### src/hw/rtl/pwm_duty_fader_top_macros.svh
// Assertion macros shared by the duty fader RTL files.
`ifndef PWM_DUTY_FADER_TOP_MACROS_SVH
`define PWM_DUTY_FADER_TOP_MACROS_SVH

// Same-cycle implication, sampled on i_clk, off while i_rst_n is low.
`define PF_ASSERT_NOW(lbl, ante, cons, msg) \
    lbl: assert property (@(posedge i_clk) disable iff (!i_rst_n) \
        (ante) |-> (cons)) else $error(msg);

// Next-cycle implication, sampled on i_clk, off while i_rst_n is low.
`define PF_ASSERT_NEXT(lbl, ante, cons, msg) \
    lbl: assert property (@(posedge i_clk) disable iff (!i_rst_n) \
        (ante) |=> (cons)) else $error(msg);

`endif

### src/hw/rtl/pwmfade_pkg.sv
// Shared types, constants and codes for the PWM duty fader.
`timescale 1ns / 1ps

package pwmfade_pkg;

    // Field widths
    localparam int OPCODE_W   = 2;
    localparam int VALUE_W    = 9;
    localparam int DUTY_W     = 9;
    localparam int PERCENT_W  = 7;
    localparam int STEP_W     = 8;
    localparam int STEPS_W    = 7;
    localparam int INTERVAL_W = 16;

    // Value limits
    localparam logic [DUTY_W-1:0]    DUTY_MAX = 9'd256;
    localparam logic [PERCENT_W-1:0] PCT_MAX  = 7'd100;

    // Default number of increments in one fade
    localparam int FADE_STEPS_DEF = 16;

    // Reciprocal of 100 for the percent-to-raw conversion, exact for 0..25600
    localparam int               PCT_RECIP_SH = 22;
    localparam logic [15:0]      PCT_RECIP    = 16'((2**PCT_RECIP_SH + 99) / 100);

    // Item opcodes
    localparam logic [OPCODE_W-1:0] OP_TICK    = 2'd0;
    localparam logic [OPCODE_W-1:0] OP_SET_RAW = 2'd1;
    localparam logic [OPCODE_W-1:0] OP_SET_PCT = 2'd2;

    // Configuration register indexes
    localparam logic REG_FADE_INTERVAL = 1'b0;

    // APB port widths
    localparam int APB_ADDR_W = 3;
    localparam int APB_DATA_W = 32;

    // One input item
    typedef struct packed {
        logic [OPCODE_W-1:0] opcode;
        logic [VALUE_W-1:0]  value;
    } t_item;

    // One result item
    typedef struct packed {
        logic [DUTY_W-1:0]    duty;
        logic [PERCENT_W-1:0] duty_percent;
        logic                 duty_written;
    } t_result;

endpackage

### src/hw/rtl/pwm_duty_fader_top.sv
// pwm_duty_fader_top: ramps a PWM duty toward a target over FADE_STEPS increments.
// Each input item is a millisecond tick or a new target (raw 0..256 or percent),
// and every item yields exactly one result: the duty, its percent and a flag
// that says whether the duty was rewritten. An item is held in the input
// register, where the fade state is updated, and from there lands in the result register,
// and a new item is taken every cycle as long as the result side keeps up; a
// stalled result holds the result register and keeps the next item waiting in the
// input register, and the input stalls once that is full.
// fade_interval_ms lives at APB byte address 0 and may be written while idle.
`timescale 1ns / 1ps
`include "pwm_duty_fader_top_macros.svh"

module pwm_duty_fader_top
    import pwmfade_pkg::*;
#(
    parameter int FADE_STEPS = FADE_STEPS_DEF
) (
    input  logic                  i_clk,
    input  logic                  i_rst_n,
    input  logic                  i_in_valid,
    output logic                  o_in_stall,
    input  logic [OPCODE_W-1:0]   i_opcode,
    input  logic [VALUE_W-1:0]    i_value,
    output logic                  o_out_valid,
    input  logic                  i_out_stall,
    output logic [DUTY_W-1:0]     o_duty,
    output logic [PERCENT_W-1:0]  o_duty_percent,
    output logic                  o_duty_written,
    input  logic                  psel,
    input  logic                  penable,
    input  logic                  pwrite,
    input  logic [APB_ADDR_W-1:0] paddr,
    input  logic [APB_DATA_W-1:0] pwdata,
    output logic [APB_DATA_W-1:0] prdata,
    output logic                  pready
);

    logic                  r_in_valid;
    t_item                 r_item;
    logic                  r_out_valid;
    t_result               r_result;
    t_result               w_result;
    logic                  w_adv;
    logic                  w_in_take;
    logic [INTERVAL_W-1:0] w_fade_interval;

    pwmfade_cfg u_cfg (
        .i_clk           (i_clk),
        .i_rst_n         (i_rst_n),
        .psel            (psel),
        .penable         (penable),
        .pwrite          (pwrite),
        .paddr           (paddr),
        .pwdata          (pwdata),
        .prdata          (prdata),
        .pready          (pready),
        .o_fade_interval (w_fade_interval)
    );

    pwmfade_core #(
        .FADE_STEPS (FADE_STEPS)
    ) u_core (
        .i_clk           (i_clk),
        .i_rst_n         (i_rst_n),
        .i_adv           (w_adv),
        .i_item          (r_item),
        .i_fade_interval (w_fade_interval),
        .o_result        (w_result)
    );

    // Advance the held item whenever the result register is free or draining
    assign w_adv      = r_in_valid && (!r_out_valid || !i_out_stall);
    assign o_in_stall = r_in_valid && !w_adv;
    assign w_in_take  = i_in_valid && !o_in_stall;

    // Input register
    always_ff @(posedge i_clk) begin
        if (!i_rst_n) begin
            r_in_valid <= 1'b0;
        end else if (w_in_take) begin
            r_in_valid <= 1'b1;
        end else if (w_adv) begin
            r_in_valid <= 1'b0;
        end
    end

    always_ff @(posedge i_clk) begin
        if (w_in_take) begin
            r_item.opcode <= i_opcode;
            r_item.value  <= i_value;
        end
    end

    // Result register: load on advance, drop once taken
    always_ff @(posedge i_clk) begin
        if (!i_rst_n) begin
            r_out_valid <= 1'b0;
        end else if (w_adv) begin
            r_out_valid <= 1'b1;
        end else if (!i_out_stall) begin
            r_out_valid <= 1'b0;
        end
    end

    always_ff @(posedge i_clk) begin
        if (w_adv) begin
            r_result <= w_result;
        end
    end

    assign o_out_valid    = r_out_valid;
    assign o_duty         = r_result.duty;
    assign o_duty_percent = r_result.duty_percent;
    assign o_duty_written = r_result.duty_written;

    `PF_ASSERT_NEXT(a_adv_fills_out, w_adv, r_out_valid, "advanced item missing at output")
    `PF_ASSERT_NEXT(a_stalled_out_kept, r_out_valid && i_out_stall && !w_adv,
        r_out_valid, "stalled result dropped")
    `PF_ASSERT_NOW(a_take_needs_room, w_in_take && r_in_valid, w_adv,
        "input item overwrote a held item")

endmodule

### src/hw/rtl/pwmfade_cfg.sv
// APB register file holding the fade interval.
`timescale 1ns / 1ps

module pwmfade_cfg
    import pwmfade_pkg::*;
(
    input  logic                  i_clk,
    input  logic                  i_rst_n,
    input  logic                  psel,
    input  logic                  penable,
    input  logic                  pwrite,
    input  logic [APB_ADDR_W-1:0] paddr,
    input  logic [APB_DATA_W-1:0] pwdata,
    output logic [APB_DATA_W-1:0] prdata,
    output logic                  pready,
    output logic [INTERVAL_W-1:0] o_fade_interval
);

    logic [INTERVAL_W-1:0] r_fade_interval;
    logic                  w_wr;
    logic                  w_index;

    assign pready  = 1'b1;
    assign w_index = paddr[APB_ADDR_W-1];
    assign w_wr    = psel && penable && pwrite;

    // Write the interval register on the access phase
    always_ff @(posedge i_clk) begin
        if (!i_rst_n) begin
            r_fade_interval <= '0;
        end else if (w_wr && (w_index == REG_FADE_INTERVAL)) begin
            r_fade_interval <= pwdata[INTERVAL_W-1:0];
        end
    end

    // Decode reads
    always_comb begin
        unique case (w_index)
            REG_FADE_INTERVAL: prdata = APB_DATA_W'(r_fade_interval);
            default:           prdata = '0;
        endcase
    end

    assign o_fade_interval = r_fade_interval;

endmodule

### src/hw/rtl/pwmfade_core.sv
// Fade state registers and the single-pass update for one item.
`timescale 1ns / 1ps
`include "pwm_duty_fader_top_macros.svh"

module pwmfade_core
    import pwmfade_pkg::*;
#(
    parameter int FADE_STEPS = FADE_STEPS_DEF
) (
    input  logic                  i_clk,
    input  logic                  i_rst_n,
    input  logic                  i_adv,
    input  t_item                 i_item,
    input  logic [INTERVAL_W-1:0] i_fade_interval,
    output t_result               o_result
);

    // Reciprocal of FADE_STEPS, exact for magnitudes up to 256
    localparam int              STEP_RECIP_SH = 16;
    localparam logic [16:0]     STEP_RECIP    =
        17'((2**STEP_RECIP_SH + FADE_STEPS - 1) / FADE_STEPS);
    localparam logic [STEPS_W-1:0] STEPS_LAST = STEPS_W'(FADE_STEPS);

    logic [DUTY_W-1:0]     r_cur, n_cur;
    logic [DUTY_W-1:0]     r_target, n_target;
    logic [STEP_W-1:0]     r_step, n_step;
    logic [STEPS_W-1:0]    r_steps, n_steps;
    logic [INTERVAL_W-1:0] r_elapsed, n_elapsed;
    logic                  w_written;

    logic [PERCENT_W-1:0]  w_pct_in;
    logic [30:0]           w_pct_prod;
    logic [DUTY_W-1:0]     w_set_target;
    logic signed [9:0]     w_diff;
    logic [DUTY_W-1:0]     w_mag;
    logic [25:0]           w_step_prod;
    logic [STEP_W-1:0]     w_quot;
    logic [STEP_W-1:0]     w_new_step;
    logic [INTERVAL_W-1:0] w_elapsed_inc;
    logic signed [10:0]    w_sum;
    logic [DUTY_W-1:0]     w_stepped;
    logic [15:0]           w_out_prod;

    // Resolve the target of a set item, raw or percent, saturated
    always_comb begin
        w_pct_in   = (i_item.value > VALUE_W'(PCT_MAX)) ? PCT_MAX
                                                         : i_item.value[PERCENT_W-1:0];
        w_pct_prod = 31'({w_pct_in, 8'd0}) * 31'(PCT_RECIP);
        if (i_item.opcode == OP_SET_PCT) begin
            w_set_target = w_pct_prod[30:PCT_RECIP_SH];
        end else begin
            w_set_target = (i_item.value > DUTY_MAX) ? DUTY_MAX : i_item.value;
        end
    end

    // Step size: difference over FADE_STEPS, truncated, at least one for a nonzero difference
    always_comb begin
        w_diff      = signed'({1'b0, w_set_target}) - signed'({1'b0, r_cur});
        w_mag       = w_diff[9] ? DUTY_W'(-w_diff) : DUTY_W'(w_diff);
        w_step_prod = 26'(w_mag) * 26'(STEP_RECIP);
        w_quot      = STEP_W'(w_step_prod[25:STEP_RECIP_SH]);
        if ((w_quot == '0) && (w_mag != '0)) begin
            w_quot = STEP_W'(1);
        end
        w_new_step  = w_diff[9] ? STEP_W'(-w_quot) : w_quot;
    end

    // One increment applied to the duty, clamped to 0..256
    always_comb begin
        w_sum = signed'({2'b00, r_cur}) + signed'({{3{r_step[STEP_W-1]}}, r_step});
        if (w_sum[10]) begin
            w_stepped = '0;
        end else if (w_sum > signed'(11'(DUTY_MAX))) begin
            w_stepped = DUTY_MAX;
        end else begin
            w_stepped = w_sum[DUTY_W-1:0];
        end
    end

    assign w_elapsed_inc = (&r_elapsed) ? r_elapsed : r_elapsed + 1'b1;

    // Next state for the item in hand
    always_comb begin
        n_cur     = r_cur;
        n_target  = r_target;
        n_step    = r_step;
        n_steps   = r_steps;
        n_elapsed = r_elapsed;
        w_written = 1'b0;
        case (i_item.opcode) inside
            OP_TICK: begin
                n_elapsed = w_elapsed_inc;
                if (r_target == r_cur) begin
                    n_steps = '0;
                end else if (i_fade_interval == '0) begin
                    n_cur     = r_target;
                    w_written = 1'b1;
                end else if (w_elapsed_inc >= i_fade_interval) begin
                    if (r_steps == STEPS_LAST) begin
                        n_cur   = r_target;
                        n_steps = '0;
                    end else begin
                        n_cur   = w_stepped;
                        n_steps = r_steps + 1'b1;
                    end
                    n_elapsed = '0;
                    w_written = 1'b1;
                end
            end
            OP_SET_RAW, OP_SET_PCT: begin
                n_target  = w_set_target;
                n_step    = w_new_step;
                n_elapsed = '0;
            end
            default: begin
            end
        endcase
    end

    // Hold state, advance on each item
    always_ff @(posedge i_clk) begin
        if (!i_rst_n) begin
            r_cur     <= '0;
            r_target  <= '0;
            r_step    <= '0;
            r_steps   <= '0;
            r_elapsed <= '0;
        end else if (i_adv) begin
            r_cur     <= n_cur;
            r_target  <= n_target;
            r_step    <= n_step;
            r_steps   <= n_steps;
            r_elapsed <= n_elapsed;
        end
    end

    // Result from the updated duty
    assign w_out_prod            = 16'(n_cur) * 16'(PCT_MAX);
    assign o_result.duty         = n_cur;
    assign o_result.duty_percent = w_out_prod[14:8];
    assign o_result.duty_written = w_written;

    `PF_ASSERT_NOW(a_duty_range, 1'b1, r_cur <= DUTY_MAX, "duty above range")
    `PF_ASSERT_NOW(a_steps_range, 1'b1, r_steps <= STEPS_LAST, "step count past fade length")
    `PF_ASSERT_NOW(a_write_on_tick, w_written, i_item.opcode == OP_TICK,
        "duty written by a non-tick item")
    `PF_ASSERT_NEXT(a_set_clears, i_adv && (i_item.opcode == OP_SET_RAW ||
        i_item.opcode == OP_SET_PCT), r_elapsed == '0, "set item left tick count")

endmodule
### config.mk
export PLATFORM = sky130hd
export DESIGN_NAME = pwm_duty_fader_top
export DESIGN_NICKNAME = d
export VERILOG_FILES = /design/src/hw/rtl/pwmfade_pkg.sv /design/src/hw/rtl/pwm_duty_fader_top.sv /design/src/hw/rtl/pwmfade_cfg.sv /design/src/hw/rtl/pwmfade_core.sv
export VERILOG_INCLUDE_DIRS = /design/src /design/src/hw/rtl
export SDC_FILE = /design/constraint.sdc
export NUM_CORES = 1
export LEC_CHECK = 0
export BUFFER_PORTS_ARGS = -buffer_cell sky130_fd_sc_hd__buf_2
export CAP_MARGIN = 40
export CORE_MARGIN = 4
export CORE_UTILIZATION = 60
export DETAILED_ROUTE_END_ITERATION = 10
export GPL_TIMING_DRIVEN = 0
export PLACE_DENSITY = 0.82
export SLEW_MARGIN = 20
export SYNTH_ARGS = -nofsm -noshare
export SYNTH_HDL_FRONTEND = slang
export SYNTH_SLANG_ARGS = --single-unit
### constraint.sdc
create_clock -name i_clk -period 8.11 [get_ports i_clk]
set_clock_uncertainty 0.05 [all_clocks]
set_input_delay 0.811 -clock i_clk [delete_from_list [all_inputs] [get_ports i_clk]]
set_output_delay 0.811 -clock i_clk [all_outputs]
set_load 0.03 [all_outputs]
==> impl_metrics.env <==
export IMPL_status="finished, final reports clean"
export IMPL_start_util=0.611
export IMPL_min_to="u_core.r_step[3]$_SDFFE_PN0P_"
export IMPL_cp_slowest_cell="fa_1"
export IMPL_whs_path_depth=2
export IMPL_chipHeight_um=124
export IMPL_drt_iter0_drc=547
export IMPL_slew_headroom=0.462
export IMPL_syn_to_final_growth_pct=14.4
export IMPL_final_area_um2=9260
export IMPL_cp_start_kind="flip-flop"
export IMPL_antenna_found_initial=0
export IMPL_cellPowerDensity_nw_per_um2=168
export IMPL_worst_setup_path_end_kind="flip-flop"
export IMPL_crit_buf_inv=2
export IMPL_worstPathRequired_ns=8.32
export IMPL_ys_warn_count=0
export IMPL_layoutNonFillerInstCount=1230
export IMPL_io_pins=105
export IMPL_yosysUniqueCellTypes=79
export IMPL_wl_met3_mm=1.43
export IMPL_postRouteAntennaNets=0
export IMPL_cts_buffers=9
export IMPL_fp_row_count=42
export IMPL_tns_ns=0
export IMPL_grt_max_degree=27
export IMPL_vdd_drop_max_uv=100
export IMPL_crit_type="reg -> reg"
export IMPL_m1WireLength_mm=8.27
export IMPL_hold_start="u_core.r_step[3]$_SDFFE_PN0P_"
export IMPL_drv_cap=0
export IMPL_wl_per_cell_um=16.3
export IMPL_dr_pass1_iters=6
export IMPL_final_layout_size_suffix_gt1_frac=0.156
export IMPL_worst_slew_pin_transition_ns=0.806
export IMPL_clk_pin_slew_ns=0.07
export IMPL_dominantRegCellSynth="dfxtp_1"
export IMPL_r2r_slack_ns=0.26
export IMPL_hp_class="reg -> reg"
export IMPL_nFillCells=1049
export IMPL_insertion_delay_ns=0.35
export IMPL_worstRegToRegCells=34
export IMPL_finalMaxSlewViolations=0
export IMPL_grt_ovfl_total=0
export IMPL_dp_slack_ns=-0.393
export IMPL_async_flop_share=0
export IMPL_path_delay_family="compound AO/OA/AOI/OAI gates"
export IMPL_period_share=0.969
export IMPL_synth_edff_count=28
export IMPL_drc=0
export IMPL_routabilityCongestion=0.961
export IMPL_h_tree_depth=3
export IMPL_grt_pass1_wl_mm=32.3
export IMPL_final_common_cell="ha_1"
export IMPL_numPortBuffers=67
export IMPL_layout_min_cycle_time_ns=7.85
export IMPL_seq_area_frac_synth=0.270
export IMPL_placed_area_um2=8710
export IMPL_vias_per_cell=5.87
export IMPL_grt_use_total=0.263
export IMPL_rr_startpoint="r_item[6]$_DFFE_PP_"
export IMPL_critical_path_max_stage_delay_ns=0.55
export IMPL_place_inst=1206
export IMPL_synth_seq_cells=95
export IMPL_p_leak_nw=4.27
export IMPL_num_antenna_cells=0
export IMPL_hold_ws_ns=0.409
export IMPL_vias=7217
export IMPL_crit_top_cell="o21ai_2"
export IMPL_finalSetupViolations=0
export IMPL_cts_buffer_depth=2
export IMPL_post_route_util=0.699
export IMPL_hold_buffers=0
export IMPL_hold_viol=0
export IMPL_crit_arrival_ns=8.07
export IMPL_grt_pass1_vias=6896
export IMPL_cts_tree="built"
export IMPL_cp_max_fo=9
export IMPL_cts_sinks=95
export IMPL_dp_hpwl_mm=15.2
export IMPL_postSynthCellCount=948
export IMPL_wl_met2_mm=9.68
export IMPL_syn_avg_cell_area_um2=8.54
export IMPL_highest_layer="met4"
export IMPL_final_cell_mix="116 x ha_1, 91 x nand2_1, 90 x inv_1"
export IMPL_wl_mm=20.0
export IMPL_die_x_um=124
export IMPL_syn_area_um2=8090
export IMPL_worstReg2RegEnd="u_core.r_step[4]$_SDFFE_PN0P_"
export IMPL_clockRootBuffer="clkbuf_16"
export IMPL_core_area_um2=13200
export IMPL_die_area_um2=15400
export IMPL_max_freq_ghz=0.127
export IMPL_power_mw=1.55
export IMPL_setup_slack_ns=0.255
export IMPL_nets=1241
-- synthesized netlist by cell type (5+ instances only) --
cell type,count,share of area
buf_4,18,0.017
nor2_1,88,0.041
or3_1,6,0.0046
xor2_1,26,0.028
nand2b_1,13,0.010
nand3_1,19,0.012
dfxtp_1,67,0.17
o21ai_0,30,0.019
edfxtp_1,28,0.10
o211ai_1,5,0.0046
a31o_2,5,0.0054
ha_1,118,0.18
fa_1,21,0.052
a21o_1,12,0.011
nor4_1,9,0.0070
and3_1,17,0.013
a22oi_1,18,0.017
a31oi_1,7,0.0054
o22ai_1,6,0.0046
o21a_1,5,0.0046
nand2_1,91,0.042
and4_1,7,0.0076
a211oi_1,13,0.012
nand4_1,11,0.0085
a311oi_1,5,0.0054
nor2b_1,7,0.0054
xnor2_1,26,0.028
a21oi_1,62,0.038
inv_1,90,0.042
nor3_1,19,0.012
clkbuf_1,24,0.011
-- layout make-up --
cell class	count	area, um2	area share
inverter	93	349	0.0377
buffer	43	240	0.0259
clock inverter	7	65.1	0.00703
multi-input combinational	731	5570	0.602
tap	176	220	0.0238
timing repair buffer	76	403	0.0435
clock buffer	9	225	0.0243
sequential	95	2180	0.236
-- tightest hold or removal path: cells and delay by family, from the launching register on --
family,cells,cell delay (ns)
simple gates,1,0.05
compound gates,1,0.05
flops,1,0.32
-- state kept, by name, summed over array words and instances, names as in the netlist --
register	count
u_core.r_steps	7
u_core.r_step	8
u_core.r_cur	9
o_duty_written	1
u_core.r_target	9
o_duty_percent	7
u_core.r_elapsed	16
r_item	11
o_duty	9
r_in_valid	1
o_out_valid	1
u_cfg.o_fade_interval	16
-- cells by family after synthesis --
family,after synthesis,synth area share
and+or+nand+nor,314,0.190
other,2,0.000928
xor gates and xnor gates,52,0.0563
buffers and inverters,137,0.0730
muxes,3,0.00386
AOI/OAI and AO/OA,206,0.172
adders and majority gates,139,0.234
DFF,95,0.270
-- power breakdown --
| group | total [mW] | switching [mW] | internal, mW |
|---|---|---|---|
| clock network | 0.416 | 0.202 | 0.214 |
| registers | 0.528 | 0.0171 | 0.511 |
| logic | 0.610 | 0.362 | 0.249 |
-- worst max-delay path by stage --
| stage | from | to | slack [ns] | depth (start not counted) |
|---|---|---|---|---|
| 3_5_place_dp | r_item[8]$_DFFE_PP_ | u_core.r_step[2]$_SDFFE_PN0P_ | -0.39 | 29 |
| 6_report | r_item[6]$_DFFE_PP_ | u_core.r_step[4]$_SDFFE_PN0P_ | 0.26 | 34 |
| 2_1_floorplan | r_item[8]$_DFFE_PP_ | u_core.r_step[2]$_SDFFE_PN0P_ | 0.69 | 29 |
| 5_1_grt | r_item[1]$_DFFE_PP_ | u_core.r_step[4]$_SDFFE_PN0P_ | -0.12 | 35 |
| 3_3_place_gp | r_item[8]$_DFFE_PP_ | u_core.r_step[2]$_SDFFE_PN0P_ | -0.19 | 29 |
| 4_1_cts | r_item[8]$_DFFE_PP_ | u_core.r_step[2]$_SDFFE_PN0P_ | -0.006 | 28 |
-- per-layer routing --
metal,global-route usage,up-vias
li1,-,3527
met1,0.328,3334
met4,0.0945,0
met2,0.453,297
met5,0,-
met3,0.0509,59
-- timing repair --
action,in CTS,in global routing
resized for setup,12,37
pin swaps,1,17
setup endpoints to repair,3,4
setup buffers,0,8
Power figures use the tool's default switching activity.
